File: src/hdl/gpsd_pkg.sv
// package for the gray code / phase shift pixel decoder
// types, constants and the cordic angle table; no dependencies
`timescale 1ns / 1ps
package gpsd_pkg;

  localparam int GRAY_PATTERNS_DEF   = 8;
  localparam int PHASE_FRAC_BITS_DEF = 16;
  localparam int CORDIC_STEPS        = 28;
  localparam int CORDIC_SCALE_BITS   = 24;
  localparam int CW                  = 36;
  localparam int COORD_W             = 23;
  localparam logic [7:0] FRINGE_PERIOD_RESET = 8'd16;

  typedef struct packed {
    logic [7:0]  black_level;
    logic [7:0]  white_level;
    logic [63:0] gray_samples;
    logic [7:0]  phase_sample_0;
    logic [7:0]  phase_sample_1;
    logic [7:0]  phase_sample_2;
    logic [7:0]  phase_sample_3;
  } pixel_in_t;

  typedef struct packed {
    logic [COORD_W-1:0] projector_coordinate;
    logic               in_mask;
    logic [7:0]         gray_code_value;
  } pixel_out_t;

  typedef struct packed {
    logic        mask;
    logic [7:0]  code;
  } side_t;

  typedef struct packed {
    logic signed [CW-1:0] x;
    logic signed [CW-1:0] y;
    logic [31:0]          z;
    logic                 zero;
  } cordic_t;

  function automatic logic [31:0] atan_turns(input int i);
    logic [31:0] t;
    case (i)
      0: t = 32'd536870912;  1: t = 32'd316933406;  2: t = 32'd167458907;
      3: t = 32'd85004756;   4: t = 32'd42667331;   5: t = 32'd21354465;
      6: t = 32'd10679838;   7: t = 32'd5340245;    8: t = 32'd2670163;
      9: t = 32'd1335087;    10: t = 32'd667544;    11: t = 32'd333772;
      12: t = 32'd166886;    13: t = 32'd83443;     14: t = 32'd41722;
      15: t = 32'd20861;     16: t = 32'd10430;     17: t = 32'd5215;
      18: t = 32'd2608;      19: t = 32'd1304;      20: t = 32'd652;
      21: t = 32'd326;       22: t = 32'd163;       23: t = 32'd81;
      24: t = 32'd41;        25: t = 32'd20;        26: t = 32'd10;
      27: t = 32'd5;
      default: t = 32'd0;
    endcase
    return t;
  endfunction

endpackage

File: src/hdl/gpsd_back.sv
// back stages: phase rounding, unwrap, period scaling and saturation
// depends on gpsd_pkg
`timescale 1ns / 1ps
module gpsd_back #(
  parameter int PHASE_FRAC_BITS = gpsd_pkg::PHASE_FRAC_BITS_DEF
) (
  input  logic                 clk,
  input  logic                 rst,
  input  logic [7:0]           fringe_period,
  input  logic                 in_valid,
  input  gpsd_pkg::side_t      in_side,
  input  gpsd_pkg::cordic_t    in_cor,
  output logic                 out_valid,
  output gpsd_pkg::pixel_out_t out_pix
);
  localparam int PF = PHASE_FRAC_BITS;
  localparam int AW = PF + 9;
  localparam int PW = AW + 8;
  localparam logic [PF-1:0] QUARTER  = PF'(1) << (PF - 2);
  localparam logic [PF-1:0] THREEQ   = PF'(3) << (PF - 2);
  localparam logic [PW-1:0] HALF_LSB = PW'(1) << (PF - 9);
  localparam logic [PW-1:0] CMAX     = PW'(23'h7F_FFFF);

  logic [31:0]   zr;
  logic [PF-1:0] p;
  logic [7:0]    k1;
  logic [7:0]    k2;
  logic signed [AW:0] absph;
  logic              v1;
  gpsd_pkg::side_t   s1;
  logic [AW-1:0]     a1;
  logic [PW-1:0]     prod;
  logic [PW-1:0]     rnd;
  logic [PW-1:0]     sh;
  logic              v2;
  gpsd_pkg::side_t   s2;
  logic [PW-1:0]     prod2;

  always_comb begin
    zr = in_cor.z + (32'd1 << (31 - PF));
    p  = in_cor.zero ? '0 : zr[31 -: PF];
    k1 = {1'b0, in_side.code[7:1]};
    k2 = 8'((9'(in_side.code) + 9'd1) >> 1);
    if (p <= QUARTER) begin
      absph = $signed({1'b0, k2, p});
    end else if (p >= THREEQ) begin
      absph = $signed({1'b0, k2, p}) - $signed((AW+1)'(1) << PF);
    end else begin
      absph = $signed({1'b0, k1, p});
    end
  end

  always_ff @(posedge clk) begin
    if (rst) begin
      v1 <= 1'b0;
      v2 <= 1'b0;
      out_valid <= 1'b0;
    end else begin
      v1 <= in_valid;
      v2 <= v1;
      out_valid <= v2;
    end
    s1 <= in_side;
    a1 <= (absph <= 0) ? '0 : absph[AW-1:0];
    s2 <= s1;
    prod2 <= PW'(a1) * PW'(fringe_period);
    out_pix.in_mask <= s2.mask;
    out_pix.gray_code_value <= s2.code;
    out_pix.projector_coordinate <= (sh > CMAX) ? CMAX[22:0] : sh[22:0];
  end

  always_comb begin
    prod = prod2;
    rnd  = prod + HALF_LSB;
    sh   = rnd >> (PF - 8);
  end
endmodule

File: config.mk
export PLATFORM = sky130hd
export DESIGN_NAME = gpsd_back
export DESIGN_NICKNAME = d
export VERILOG_FILES = /design/src/hdl/gpsd_pkg.sv /design/src/hdl/gpsd_back.sv
export SDC_FILE = /design/constraint.sdc
export NUM_CORES = 1
export LEC_CHECK = 0
export BUFFER_PORTS_ARGS = -buffer_cell sky130_fd_sc_hd__clkbuf_2
export CORE_MARGIN = 3
export CORE_UTILIZATION = 51
export DETAILED_ROUTE_END_ITERATION = 6
export PLACE_DENSITY = 0.69
export SLEW_MARGIN = 20
export SYNTH_ARGS = -nofsm -noshare
export SYNTH_HDL_FRONTEND = slang
export SYNTH_SLANG_ARGS = --single-unit
File: constraint.sdc
create_clock -name clk -period 7.6 [get_ports clk]
set_input_delay 1.14 -clock clk [delete_from_list [all_inputs] [get_ports clk]]
set_output_delay 1.14 -clock clk [all_outputs]
set_load 0.01 [all_outputs]
Word level (Yosys, flattened, before mapping). Index checks and enable logic that the tools add are counted.

Word-level logic and storage cells: 24. Output and inout port bits: 33. Register bits: 111. Input bits: 125.

Magnitude comparators: 4. Mux-type cells: 3. Add/subtract/negate cells: 4. Multiply operators: 1.

Operators by type and width (number): 26-bit 2-to-1 mux (2); 33-bit by 8-bit adder with 33-bit output (second input constant) (1); 25-bit by 8-bit multiplier with 33-bit output (1); 32-bit by 16-bit adder with 32-bit output (second input constant) (1); 26-bit by 1-bit less-or-equal comparator with 1-bit output (second input constant) (1); 25-bit by 23-bit > comparator with 1-bit output (second input constant) (1); 24-bit by 17-bit subtractor with 25-bit output (second input constant) (1); 16-bit greater-or-equal comparator (second input constant) (1); 16-bit by 15-bit less-or-equal comparator with 1-bit output (second input constant) (1); 16-bit 2-to-1 mux (1); 8-bit by 1-bit adder with 9-bit output (second input constant) (1).

Longest topological paths before layout.
Depth in word-level cells: 6. Gate-level depth with buffers: 20. Mapped depth without buffers: 19.

Worst setup path before layout. OpenSTA, ideal clock, no wires.

Kind: input to register. Start: in fringe_period[7]. End: reg prod2[32], in the netlist prod[32]. Required time: 7.522 ns. Path slack: 1.755 ns. Buffers on the path: 1. Stages: 19. Setup time: 0.078 ns. Arrival: 5.768 ns. Cell sequence: clkbuf_1 -> nand2_1 -> fa_1 -> fa_1 -> inv_1 -> fa_1 -> inv_1 -> fa_1 -> inv_1 -> ha_1 -> a21o_1 -> a22o_1 -> a311oi_1 -> a21boi_0 -> a31o_2 -> nand2_1 -> a21oi_1 -> o211a_1 -> nor3_1.

Cells in the longest elaborated chain, start to end: 1.

RTL lines: start, declared (RTL line gpsd_back.sv:9) `input logic [7:0] fringe_period,`; 25-bit by 8-bit multiplier with 33-bit output (RTL line gpsd_back.sv:66) `prod2 <= PW'(a1) * PW'(fringe_period);`; end signal, assigned (RTL line gpsd_back.sv:66); end, declared (RTL line gpsd_back.sv:37) `logic [PW-1:0] prod2;`.

Every way passes these cells. A chain may end at the register's enable or synchronous reset.

Worst setup path in the final report.
Start: in fringe_period[6]. End: reg prod2[32], in the netlist prod[32].

Same word-level chain as after synthesis.

==> summary.txt <==
Status
  • Status: finished clean

Drt
  • DR vias: 6731
  • Drt initial violations: 289
  • Vias/cell: 5.02
  • Drt first pass iters: 6
  • WL/cell: 13.6 um
  • DRC: 0
  • Antenna Nets Post-Route: 0
  • DRT Wirelength: 18.2 mm

Final layout
  • Most common cell after layout, fill and taps aside: inv_1
  • Final #Nets: 1423
  • Area grow syn2layout: 8.60%
  • Cell area after layout: between 0.01 and 0.015 mm2
  • Share of layout cells above drive strength 1: 0.0881
  • Antenna cell count: 0
  • Most frequent cells in the layout: 158 x inv_1, 138 x and2_1, 137 x fa_1

Timing
  • Final setup skew: 9.70 ps
  • Final Hold Viols: 0
  • RSZ-0062 raised after global routing: false
  • Final slew viol count: 0
  • Hold Slack: 330 ps
  • Final setup viols: 0
  • Setup TNS: 0 ps
  • Final period util: 0.809
  • Slew @ Worst Pin: 704 ps
  • Fin crit period: 6150 ps
  • F_max: 0.163 GHz
  • Rel. slew slack: 0.526

Global routing
  • GRT Overall Usage: 0.193
  • Routing usage on met1: 0.270
  • Met3 Use GR: 0.0439
  • Met2 usage: 0.308
  • Antenna violations before repair: 0
  • Grt peak-use layer: met2
  • Vias in the first global route: around 6900
  • First-pass GRT wire length: 32.2 mm
  • Total gr overflow: 0
  • Largest net degree at the start of global routing: 26

Hold path
  • Hold Path Cell Cnt: 0
  • Hold EP: s2[7]$_DFF_P_
  • HP Start: s1[7]$_DFF_P_
  • Worst min path class: reg2reg

Synth
  • Post-synth EDFFs: 0
  • Yosys cell types: 61
  • Sequential-to-total area share from yosys stat: 0.218
  • Main synth FF type: dfxtp_1
  • Synth Area per Inst: 9.04 um2
  • Mapped Area: 0.00954 mm2
  • Post-Synthesis Cells: 1055
  • Post-synthesis register bit count: about 100
  • Synth Warn #: 0
  • Syn_nets: approximately 1400
  • FFs w/ async S/R, synth: 0

Clocking
  • Clock root cell: clkbuf_16
  • H-tree levels: 3
  • Post-CTS setup buffers: 0
  • TritonCTS clock tree: done
  • CTS clk-pin slew, worst paths: 70 ps
  • # clock sinks: 104
  • Clock insertion delay at the later pin of the skew report: approximately 360 ps
  • Hold-fix buffers, CTS: 0
  • Clock Tree Buf Depth: 2
  • Num CTS Buffers: 9
  • Post_cts resized: 0

Worst setup path
  • CP arrival: 6410 ps
  • Reg2reg start: a1[5]$_SDFF_PP0_
  • CP startpoint kind: primary input
  • Worst Reg-to-Reg Cells: 17
  • Highest net fanout along the worst path: 25
  • R2r endpoint: prod[32]$_DFF_P_
  • Worst endpoint required time: 7870 ps
  • R2r setup slk: 2250 ps
  • WS Path Type: in2reg
  • Endpoint class of the critical path: flip-flop

Power
  • Pleak: 5.03 nW
  • Power Density: 257 mW/mm2
  • Maximum VDD drop: 132 uV

Placed design
  • Post-DP Area: between 0.01 and 0.015 mm2
  • I/O Buffers: 70
  • Hpwl dp: about 14 mm
  • Routability cong.: 0.890

Die
  • Std-Cell Rows: 49
  • Die W: 143 um
  • Core Region: 0.0181 mm2
  • Initial Util: 0.526
  • Die area: 0.0204 mm2
  • Die Ht: 143 um
  • Boundary Pins: 158

Flow run
  • Max cap viols: 0
## registers in the layout (all words and copies together) (netlist names)
register	count
prod	26
s1	9
s2	9
out_valid	1
out_pix	32
a1	25
v2	1
v1	1
## cell usage after synthesis (3+ instances only)
master | count | share of area
nor3b_1 | 3 | 0.0024
and3_1 | 11 | 0.0072
clkbuf_1 | 21 | 0.0083
o21a_1 | 3 | 0.0024
or3_1 | 5 | 0.0033
fa_1 | 137 | 0.29
and2_1 | 138 | 0.090
nor2_1 | 54 | 0.021
o22ai_1 | 3 | 0.0020
dfxtp_1 | 104 | 0.22
and4_1 | 4 | 0.0037
nand4_1 | 9 | 0.0059
nor3_1 | 14 | 0.0073
xor2_1 | 26 | 0.024
o21bai_1 | 3 | 0.0024
a211oi_1 | 6 | 0.0047
xnor2_1 | 34 | 0.031
nand2_1 | 127 | 0.050
a21o_1 | 8 | 0.0063
o21ai_0 | 16 | 0.0084
buf_4 | 5 | 0.0039
ha_1 | 54 | 0.071
nor2b_1 | 9 | 0.0059
nand3_1 | 25 | 0.013
a21oi_1 | 27 | 0.014
o31ai_1 | 4 | 0.0031
a21boi_0 | 3 | 0.0024
nand2b_1 | 5 | 0.0033
inv_1 | 158 | 0.062
## worst max-delay path: stages
cell and delay [ps]:
clkbuf_2 450, and2_1 240, fa_1 450, fa_1 520
fa_1 540, inv_1 50, fa_1 570, inv_1 50
ha_1 350, and4_1 220, a22o_1 190, a311oi_1 300
a21boi_0 310, a31o_2 350, nand2_1 110, a21oi_1 120
o211a_1 250, nor3_1 190
## layout make-up
type	count	area, um2
clock inverters	7	86.3
fillers	1675	7780
well taps	229	287
clock buffers	9	225
inverters	158	593
multi-input cells	763	6730
repair buffers	71	358
flip-flops and latches	104	2080
## metrics by stage
| stage | utilization | std cells | setup WS (ps) | total power (W) |
|---|---|---|---|---|
| floorplan | - | 1055 | 1750 | 0.00189 |
| global placement | 0.554 | 1325 | 1140 | 0.00218 |
| detailed placement | 0.554 | 1325 | 1120 | 0.00221 |
| CTS | 0.571 | 1341 | 1480 | 0.00270 |
| global route | 0.571 | 1341 | 953 | 0.00295 |
| finish | 0.571 | 1341 | 1450 | 0.00267 |
## how the worst max path moves through the flow
stage	from	depth (start not counted)	endpoint	slack (ps)
floorplan	fringe_period[7]	19	prod[32]$_DFF_P_	1750
global placement	fringe_period[7]	18	prod[32]$_DFF_P_	1140
detailed placement	fringe_period[6]	18	prod[30]$_DFF_P_	1120
CTS	fringe_period[6]	19	prod[32]$_DFF_P_	1480
global route	fringe_period[6]	19	prod[32]$_DFF_P_	950
finish	fringe_period[6]	18	prod[32]$_DFF_P_	1450
## power breakdown
group	total (W)	switching (W)	internal (W)
clock network	0.000477	0.000214	0.000263
registers	0.000801	0.0000899	0.000711
logic	0.00139	0.000761	0.000627
total	0.00267	0.00107	0.00160
## cells by family (layout without fill, tap and decap cells)
logic type / after synthesis / count (layout) / synth area share
AOI/OAI and AO/OA: 95 / 95 / 0.0661
xor gates and xnor gates: 60 / 60 / 0.0551
adders and majority gates: 191 / 191 / 0.358
buffers and inverters: 188 / 245 / 0.0768
DFF: 104 / 104 / 0.218
muxes: 2 / 2 / 0.00223
other: 1 / 1 / 0.000393
and+or+nand+nor: 414 / 414 / 0.223
## layer usage
metal	part of all wire	routed length, um
met1	0.48	8690
met2	0.45	8210
met3	0.060	1090
met4	0.011	200
met5	0	0
Power figures use the tool's default switching activity.
