[src/hdl/gpsd_pkg.sv]
// package for the gray code / phase shift pixel decoder
// types, constants and the cordic angle table; no dependencies
`timescale 1ns / 1ps
package gpsd_pkg;

  localparam int GRAY_PATTERNS_DEF   = 8;
  localparam int PHASE_FRAC_BITS_DEF = 16;
  localparam int CORDIC_STEPS        = 28;
  localparam int CORDIC_SCALE_BITS   = 24;
  localparam int CW                  = 36;
  localparam int COORD_W             = 23;
  localparam logic [7:0] FRINGE_PERIOD_RESET = 8'd16;

  typedef struct packed {
    logic [7:0]  black_level;
    logic [7:0]  white_level;
    logic [63:0] gray_samples;
    logic [7:0]  phase_sample_0;
    logic [7:0]  phase_sample_1;
    logic [7:0]  phase_sample_2;
    logic [7:0]  phase_sample_3;
  } pixel_in_t;

  typedef struct packed {
    logic [COORD_W-1:0] projector_coordinate;
    logic               in_mask;
    logic [7:0]         gray_code_value;
  } pixel_out_t;

  typedef struct packed {
    logic        mask;
    logic [7:0]  code;
  } side_t;

  typedef struct packed {
    logic signed [CW-1:0] x;
    logic signed [CW-1:0] y;
    logic [31:0]          z;
    logic                 zero;
  } cordic_t;

  function automatic logic [31:0] atan_turns(input int i);
    logic [31:0] t;
    case (i)
      0: t = 32'd536870912;  1: t = 32'd316933406;  2: t = 32'd167458907;
      3: t = 32'd85004756;   4: t = 32'd42667331;   5: t = 32'd21354465;
      6: t = 32'd10679838;   7: t = 32'd5340245;    8: t = 32'd2670163;
      9: t = 32'd1335087;    10: t = 32'd667544;    11: t = 32'd333772;
      12: t = 32'd166886;    13: t = 32'd83443;     14: t = 32'd41722;
      15: t = 32'd20861;     16: t = 32'd10430;     17: t = 32'd5215;
      18: t = 32'd2608;      19: t = 32'd1304;      20: t = 32'd652;
      21: t = 32'd326;       22: t = 32'd163;       23: t = 32'd81;
      24: t = 32'd41;        25: t = 32'd20;        26: t = 32'd10;
      27: t = 32'd5;
      default: t = 32'd0;
    endcase
    return t;
  endfunction

endpackage

[src/hdl/gpsd_front.sv]
// front stage: threshold, mask, gray decode and cordic pre-rotation
// depends on gpsd_pkg
`timescale 1ns / 1ps
module gpsd_front #(
  parameter int GRAY_PATTERNS = gpsd_pkg::GRAY_PATTERNS_DEF
) (
  input  logic                clk,
  input  logic                rst,
  input  logic                in_valid,
  input  gpsd_pkg::pixel_in_t in_pix,
  output logic                out_valid,
  output gpsd_pkg::side_t     out_side,
  output gpsd_pkg::cordic_t   out_cor
);
  localparam int CW = gpsd_pkg::CW;

  logic [8:0] sum;
  logic [7:0] thr;
  logic [7:0] diff;
  logic       mask;
  logic [7:0] code;
  logic [GRAY_PATTERNS-1:0] bits;
  logic signed [8:0] xi;
  logic signed [8:0] yi;
  logic signed [CW-1:0] xs;
  logic signed [CW-1:0] ys;
  gpsd_pkg::side_t   side_next;
  gpsd_pkg::cordic_t cor_next;

  always_comb begin
    sum  = {1'b0, in_pix.black_level} + {1'b0, in_pix.white_level} + 9'd1;
    thr  = sum[8:1];
    diff = (in_pix.white_level > in_pix.black_level) ?
           in_pix.white_level - in_pix.black_level : 8'd0;
    mask = diff > thr;
    for (int i = 0; i < GRAY_PATTERNS; i++) begin
      bits[GRAY_PATTERNS-1-i] = in_pix.gray_samples[63-8*i -: 8] > thr;
    end
    code = '0;
    for (int i = GRAY_PATTERNS - 1; i >= 0; i--) begin
      if (i == GRAY_PATTERNS - 1) begin
        code[i] = bits[i];
      end else begin
        code[i] = bits[i] ^ code[i+1];
      end
    end
    side_next.mask = mask;
    side_next.code = mask ? code : 8'd0;

    xi = $signed({1'b0, in_pix.phase_sample_0}) - $signed({1'b0, in_pix.phase_sample_2});
    yi = $signed({1'b0, in_pix.phase_sample_3}) - $signed({1'b0, in_pix.phase_sample_1});
    xs = CW'(xi) <<< gpsd_pkg::CORDIC_SCALE_BITS;
    ys = CW'(yi) <<< gpsd_pkg::CORDIC_SCALE_BITS;
    cor_next.zero = !mask || (xi == 9'sd0 && yi == 9'sd0);
    if (xi < 0) begin
      cor_next.x = -xs;
      cor_next.y = -ys;
      cor_next.z = 32'h8000_0000;
    end else begin
      cor_next.x = xs;
      cor_next.y = ys;
      cor_next.z = 32'd0;
    end
  end

  always_ff @(posedge clk) begin
    if (rst) begin
      out_valid <= 1'b0;
    end else begin
      out_valid <= in_valid;
    end
    out_side <= side_next;
    out_cor  <= cor_next;
  end
endmodule

[config.mk]
export PLATFORM = sky130hd
export DESIGN_NAME = gpsd_front
export DESIGN_NICKNAME = d
export VERILOG_FILES = /design/src/hdl/gpsd_pkg.sv /design/src/hdl/gpsd_front.sv
export SDC_FILE = /design/constraint.sdc
export NUM_CORES = 1
export LEC_CHECK = 0
export BUFFER_PORTS_ARGS = -buffer_cell sky130_fd_sc_hd__buf_2
export CAP_MARGIN = 5
export CORE_MARGIN = 2
export CORE_UTILIZATION = 44
export DETAILED_ROUTE_END_ITERATION = 10
export GPL_TIMING_DRIVEN = 1
export PLACE_DENSITY = 0.85
export SETUP_SLACK_MARGIN = 0.2
export SKIP_CTS_REPAIR_TIMING = 1
export SYNTH_ARGS = -nofsm -noshare
export SYNTH_HDL_FRONTEND = slang
export SYNTH_SLANG_ARGS = --single-unit
[constraint.sdc]
create_clock -name clk -period 5.5 [get_ports clk]
set_clock_uncertainty 0.2 [all_clocks]
set_input_delay 1.375 -clock clk [delete_from_list [all_inputs] [get_ports clk]]
set_output_delay 1.375 -clock clk [all_outputs]
set_load 0.01 [all_outputs]
# --- Word-level counts from Yosys, hierarchy flattened ---
# Cells that the tools add are included.
op_classes:
  n_mux: 2
  addsub: 7
  bitwise_logic: 7
  n_reduce_logical: 5
  n_lt_le_gt_ge: 11
op_table:
  columns: ["cell", "n"]
  rows:
  - ["$mux W104", 1]
  - ["$gt A8 B8 Y1", 10]
  - ["$neg A33 Y36", 2]
  - ["$logic_not A9 Y1", 2]
  - ["$sub A8 B8 Y9", 2]
  - ["$add A8 B8 Y9", 1]
  - ["$add A9 B1 Y9 const B", 1]
  - ["$lt A9 B1 Y1 const B", 1]
  - ["$mux W8", 1]
  - ["$sub A8 B8 Y8", 1]
  - ["$xor A1 B1 Y1", 7]
  - ["$logic_and A1 B1 Y1", 1]
  - ["$logic_not A1 Y1", 1]
  - ["$logic_or A1 B1 Y1", 1]
totals:
  regBits: 115
  output_inout_bits: 115
  inputBits: 115
  word_cells: 41

# --- Depth between registers and ports, before layout ---
# Gate-level depths: netlist of run 1.
depth:
  ltp_word: 10
  depth_mapped: 25
  depth_no_buf: 25

# --- Worst setup path after synthesis of run 1 ---
# No wires, ideal clock.
synth_path:
  kind: "input to register"
  start: "in in_pix[96] (netlist name)"
  end: "reg out_side[8] (netlist name)"
  required_time_ps: 5143
  path_slack_ps: -62
  arrival_ps: 5205
  setup_ps: 157
  stages: 24
  path_cell_list: "inv_1 > ha_1 > inv_1 > fa_1 > a21o_1 > a21o_1 > a21o_1 > a21oi_1 > nor2_1 > o21a_1 > o22ai_1 > inv_1 > and2_1 > ha_1 > nor2b_1 > o21a_1 > o21a_1 > o21ai_0 > nand2b_1 > a21oi_1 > o21ai_0 > and3_1 > o32ai_1 > inv_1"
synth_via:
  elab_chain_len: 3
  elab_cells_between_ends: 6
synth_rtl:
  columns: ["item", "line_no", "source"]
  rows:
  - ["from (decl)", "gpsd_front.sv:10", "input gpsd_pkg::pixel_in_t in_pix,"]
  - ["$add A8 B8 Y9, or another cell as far along", "gpsd_front.sv:31", "sum = {1'b0, in_pix.black_level} + {1'b0, in_pix.white_level} + 9'd1;"]
  - ["$add A9 B1 Y9 / $mux W8 (equally long branches)", "gpsd_front.sv:31, gpsd_front.sv:33", null]
  - ["$gt A8 B8 Y1 (*)", "gpsd_front.sv:35", "mask = diff > thr;"]
  - ["named net mask", "gpsd_front.sv:20", "logic mask;"]
  - ["to (signal assigned)", "gpsd_front.sv:72", "out_side <= side_next;"]
  - ["to (decl)", "gpsd_front.sv:12", "output gpsd_pkg::side_t out_side,"]
# The timed path passes the listed nets; every way through them passes the cells marked *.
# A chain may end at the register's enable or synchronous reset.

# --- Worst setup path in the final report of run 1 ---
layout_path:
  start: "in in_pix[96] (netlist name)"
  end: "reg out_side[0] (netlist name)"
layout_via:
  elab_chain_len: 10
  elab_cells_between_ends: 21
layout_rtl:
  columns: ["item", "line_no", "source"]
  rows:
  - ["$add A8 B8 Y9", "gpsd_front.sv:31", null]
  - ["$add A9 B1 Y9", "gpsd_front.sv:31", null]
  - ["$gt A8 B8 Y1", "gpsd_front.sv:37", "bits[GRAY_PATTERNS-1-i] = in_pix.gray_samples[63-8*i -: 8] > thr;"]
  - ["$xor A1 B1 Y1 (7 in series)", "gpsd_front.sv:44", "code[i] = bits[i] ^ code[i+1];"]
# Several ways; a longest one is shown, not always the timed one.

==> results of run 1 <==
## sequential cells by signal (all words and copies together), names as in the netlist
name and cells:
out_side 9, out_cor 26, out_valid 1
## final timing paths
check | start | to | depth (start not counted)
hold / removal | rst | out_valid | 2
setup / recovery | in_pix[96] | out_side[0] | 20
## cells in the mapped netlist (12+ instances only)
cell | n | area [sq um]
nand2_1 | 30 | 113
nor2b_1 | 16 | 100
buf_4 | 80 | 601
a21oi_1 | 28 | 140
dfxtp_1 | 36 | 721
a21o_1 | 12 | 90.1
xnor2_1 | 33 | 289
nor2_1 | 57 | 214
o21ai_0 | 23 | 115
inv_1 | 56 | 210
ha_1 | 91 | 1140
## per-stage QoR
| stage | instances | power, mW |
|---|---|---|
| after floorplan | 701 | 1.01 |
| after global placement | 915 | 1.21 |
| after detailed placement | 915 | 1.23 |
| after CTS | 923 | 1.47 |
| after global routing | 924 | 1.62 |
| final | 924 | 1.48 |
## per-layer routing
| layer | vias to the layer above | global-route usage |
|---|---|---|
| li1 | 2296 | - |
| met1 | 2030 | 0.228 |
| met2 | 171 | 0.333 |
| met3 | 31 | 0.0312 |
| met4 | 0 | 0.0750 |
| met5 | - | 0 |
## logic make-up after synthesis
| kind of cell | synth area share |
|---|---|
| flip-flops | 0.146 |
| buffers and inverters | 0.175 |
| AO/OA/AOI/OAI | 0.165 |
| adder cells (fa/ha/maj) | 0.255 |
| other | 0.000759 |
| XOR/XNOR | 0.0889 |
| AND/OR/NAND/NOR | 0.170 |
## area by class of cell
class                           instances  area, sq um  area share
Sequential cell                        36          721       0.123
Multi-Input combinational cell        519         3760       0.644
Timing Repair Buffer                  165          863       0.148
Tap cell                              140          175      0.0300
Clock inverter                          3         42.5     0.00729
Inverter                               56          210      0.0360
Clock buffer                            5         68.8      0.0118
## power by group through the flow
| stage | Sequential [mW] | Clock [mW] | Combinational [mW] |
|---|---|---|---|
| floorplan | 0.393 | 0 | 0.620 |
| global placement | 0.355 | 0 | 0.852 |
| detailed placement | 0.357 | 0 | 0.876 |
| CTS | 0.351 | 0.236 | 0.879 |
| global route | 0.357 | 0.244 | 1.02 |
| finish | 0.350 | 0.230 | 0.904 |
==> run summary, run 1 <==
Drt
• M1 wire length: 4.91 mm
• ANT nets after route: 0
• Detail Route met2 WL: 5.72 mm
• DR vias: 4528
• detailed-route DRC error count: 0
• Total Routed Length: 11.9 mm
• via density per instance: 4.90
• Detailed Routing Iterations Pass 1: 6
• post-DR wirelength/cell: 12.9 um
• Met3 Wirelength: 872 um
• highest metal layer with signal wires: met4
• DRC marker count from the first detailed-route iteration: 163

Setup path
• data arrival at the endpoint of the critical path: 5020 ps
• library cell contributing the largest single delay on the critical path: or4_1
• critical path required time: 5470 ps
• CP peak stage delay: 500 ps
• Worst setup EP type: register
• chain of cells forming the critical path: buf_2 -> inv_1 -> ha_1 -> fa_1 -> nor2_2 -> o311a_1 -> nor2_1 -> nor2_1 -> nor2_1 -> nor2_1 -> nor2_1 -> ha_1 -> nand4_1 -> or4_1 -> a31oi_2 -> xnor2_2 -> xnor2_2 -> xnor3_2 -> xnor2_1 -> nor2_1
• CP Buf/Inv Count: 2
• kind of cell with the highest combined delay on the critical path: simple AND/OR/NAND/NOR gates
• kind of start point of the critical path: input port
• cell repeated most along the worst path: nor2_1
• largest fanout on the critical path: 3
• critical path class: in2reg

Timing
• hold slack final: 1050 ps
• setup_tns: 0 ps
• crit path setup slack, layout: 451 ps
• setup repair after global routing missed its margin: false
• Final Hold Violating Endpoints: 0
• upper clock frequency limit: 198 MHz
• final-report max-slew violation count: 0
• shortest clock period the worst path allows after layout: 5050 ps
• worst max-slew margin expressed relative to the limit: 0.646
• setup violation total in the final timing report: 0
• final worst path period share: 0.918
• Slew @ Worst Pin: 527 ps

Pwr
• leak pwr: 3.12 nW
• clock network fraction of total power: 0.155
• cell internal pwr: 0.873 mW
• Switching Share: 0.412
• worst ir drop on vdd: 0.197 mV
• sequential power share: 0.236
• portion of total power attributed to combinational logic: 0.610
• power density relative to cell area: 254 nW/um^2
• switching power of the nets: 0.611 mW

CTS
• root cell of the clock tree: clkbuf_8
• register clock-pin slew on the reported worst setup and hold paths: 70 ps
• maximum level of the CTS H-tree: 2
• clock buffer count from CTS: 5
• buffer depth of the longest clock path: 2
• TritonCTS Sinks: 36
• clock tree from TritonCTS: built

Place
• Placer Congestion: 0.847
• placed cell area: 5660 sq um
• half-perimeter wire length after detailed placement: 10.3 mm
• Port Buffers: 150
• worst slack at placement: -78.9 ps

Global routing
• wire length of the first global-routing pass: 18.3 mm
• GR Overflow Total: 0
• GRT Overall Usage: 0.189
• pin count of the biggest net entering global routing: 16
• number of global-route vias before repair: 4233
• initial antenna violation count: 0

Logic synthesis
• number of synthesized flops with an enable pin: 0
• yosys synthesis warning count: 0
• number of cells produced by synthesis: 620
• count of distinct cell types in the synthesized netlist: 59
• post-synthesis sequential element count: 36
• FFs w/ async S/R, synth: 0
• syn_area_per_cell: 7.97 sq um
• most instantiated flip-flop cell in the synthesis netlist: dfxtp_1
• portion of the post-synthesis area used by sequential elements: 0.146
• Post-Syn Area: 4940 sq um

Cells and area
• leading cell types in the layout, fill and taps excluded: buf_2, ha_1, conb_1
• summed area of non-filler cells in the final layout: 5840 sq um
• count of nets after finishing: 993
• utilization after layout: 0.536
• share of final-layout standard cells stronger than drive strength 1: 0.254
• filler cell count in the final layout: 1039
• antenna diode instance count: 0
• Area Growth Syn to Fin: 18.2%
• most frequent standard cell in the layout excluding fill and tap cells: buf_2

Die
• Initial Utilization: 0.454
• area of the die: 12100 sq um
• die extent in x: 110 um
• row cnt: 38
• number of top-level pins: 230
• die extent in y: 110 um
• total core area: 10900 sq um

Flow run
• count of max-cap constraint violations: 0

Min path
• kind of path behind the tightest hold check: in2reg

Status
• result of the run: completed

Power figures use the tool's default switching activity.
==> run 2: changes to the inputs <==
Settings changed: CORE_UTILIZATION 44 to 45, PLACE_DENSITY 0.85 to 0.84.
Clock period 5.5 ns to 5.2 ns, I/O delays scaled along.
==> run 2 against run 1 <==
Compared with the run above: sequential cell count stayed put; cell area rose by 3.3%; worst hold slack got worse by 77 ps; clock-buffer cell count increased by 1; via count grew 1.3%; utilization up 2.3 points; critical path depth grew 5; first-iteration DRC count decreased by 24%; non-clock buffer count is 15 higher; sequential share of layout area shrank 0.39 points; cell count is 1.6% higher; critical endpoint unchanged.
==> run summary, run 2 (synthesis gave the netlist of run 1 again) <==
Status
• result of the run: completed

Cells and area
• area of the multi-input gates: 3830 sq um, +2.0%
• count of placed standard cells in the final layout, fillers left out: 939, +1.6%
• antenna diode instance count: 0, unchanged
• filler cell count in the final layout: 975, -6.2%
• register ranked first by flip-flop count: out_cor
• register area: 721 sq um, unchanged
• count of nets after finishing: 1008, +1.5%
• Largest register FFs: 26, unchanged
• Area Growth Syn to Fin: 22.1%
• most frequent standard cell in the layout excluding fill and tap cells: buf_2
• share of final-layout standard cells stronger than drive strength 1: 0.292, +0.0378
• leading cell types in the layout, fill and taps excluded: buf_2, ha_1, conb_1
• Top Registers: out_cor: 26 flops, out_side: 9 flops, out_valid: 1 flops

Timing
• shortest clock period the worst path allows after layout: 5050 ps
• final worst path period share: 0.971
• Final Hold Violating Endpoints: 0, unchanged
• upper clock frequency limit: 198 MHz
• setup violation total in the final timing report: 0, unchanged
• setup repair after global routing missed its margin: true
• setup_tns: 0 ps, unchanged
• final-report max-slew violation count: 0, unchanged

CTS
• clock buffer count from CTS: 5, unchanged
• register clock-pin slew on the reported worst setup and hold paths: 70 ps, about the same
• TritonCTS Sinks: 36, unchanged
• root cell of the clock tree: clkbuf_8
• clock tree from TritonCTS: built
• buffer depth of the longest clock path: 2, unchanged
• maximum level of the CTS H-tree: 2, unchanged

Global routing
• number of global-route vias before repair: 4078, -3.7%
• initial antenna violation count: 0, unchanged
• GR Overflow Total: 0, unchanged
• GRT Overall Usage: 0.183, -0.00581
• wire length of the first global-routing pass: 17.6 mm, -4.0%
• pin count of the biggest net entering global routing: 16, unchanged

Setup path
• kind of start point of the critical path: input port
• largest fanout on the critical path: 4, +1
• data arrival at the endpoint of the critical path: 5010 ps, about the same
• critical path class: in2reg
• Worst setup EP type: register
• critical path required time: 5160 ps, -310 ps
• launching instance or port of the critical path: in_pix[96]

Drt
• via density per instance: 4.88, -0.34%
• highest metal layer with signal wires: met4
• post-DR wirelength/cell: 12.5 um, -2.6%
• ANT nets after route: 0, unchanged
• DRC marker count from the first detailed-route iteration: 124, -24%
• detailed-route DRC error count: 0, unchanged
• Detail Route met2 WL: 5.64 mm, -1.4%
• DR vias: 4586, +1.3%
• Detailed Routing Iterations Pass 1: 4, -2
• Total Routed Length: 11.8 mm, -1.1%
• Met3 Wirelength: 808 um, -7.3%
• M1 wire length: 5.09 mm, +3.6%

Place
• Port Buffers: 150, unchanged
• Inst Count DP: 923, +0.87%
• half-perimeter wire length after detailed placement: 9.98 mm, -2.8%
• Placer Congestion: 0.874, +3.2%

Die
• total core area: 10800 sq um, -0.87%
• die extent in x: 109 um, -1.1%
• row cnt: 38, unchanged
• number of top-level pins: 230, unchanged
• die extent in y: 109 um, -1.1%
• Initial Utilization: 0.458, +0.00400
• area of the die: 11800 sq um, -2.1%

Pwr
• leak pwr: 3.21 nW, +2.8%
• power density relative to cell area: 262 nW/um^2, +3.1%
• worst ir drop on vdd: 0.177 mV, -10%

Flow run
• count of max-cap constraint violations: 0, unchanged

Min path
• kind of path behind the tightest hold check: in2reg
• Hold Crit Start: rst

run 2: routing by layer:
layer | vias to the layer above | track usage
met4 | 0 | 0.0614
met3 | 19 | 0.0221
met5 | - | 0
li1 | 2343 | -
met2 | 166 | 0.330
met1 | 2058 | 0.225
run 2: final timing paths:
path / end / slack (ps) / depth (start not counted)
max: out_side[0] / 150 / 25
min: out_valid / 970 / 2
run 2: area by class of cell:
type                       instances  area share
inverter                          56      0.0361
multi-input combinational        519       0.636
timing repair buffer             180       0.164
tap                              140      0.0290
clock inverter                     2     0.00166
sequential                        36       0.119
clock buffer                       6      0.0137
run 2: worst max-delay path, stage by stage:
cell and delay, ps:
buf_8 100, inv_6 60, ha_4 130, inv_4 30, fa_2 380, a21o_1 160
a21o_1 190, a21o_1 180, a21oi_2 140, nor2_1 80, o21a_1 220, o22ai_2 140
inv_1 70, and2_4 150, ha_4 230, nor2b_4 120, o21a_1 170, o21a_1 160
o21ai_1 140, nand2b_1 80, a21oi_2 150, o21ai_1 100, and3_4 220, o32ai_2 220
nor2_1 90
run 2: stage by stage:
| stage | hold WS [ps] | setup WS [ps] | instance area, sq um | utilization | power (mW) |
|---|---|---|---|---|---|
| floorplan | 1170 | 201 | 5310 | - | 1.08 |
| global route | 971 | -39.3 | 6030 | 0.559 | 1.72 |
| detailed placement | 1270 | -131 | 5750 | 0.533 | 1.33 |
| CTS | 969 | 169 | 5840 | 0.541 | 1.53 |
| global placement | 1260 | 17.9 | 5750 | 0.533 | 1.30 |
| finish | 969 | 153 | 6030 | 0.559 | 1.58 |
run 2: where the power goes:
| group | internal [mW] | total [mW] | switching [mW] |
|---|---|---|---|
| Clock | 0.106 | 0.205 | 0.0993 |
| Combinational | 0.465 | 1.01 | 0.542 |
| Sequential | 0.351 | 0.369 | 0.0181 |
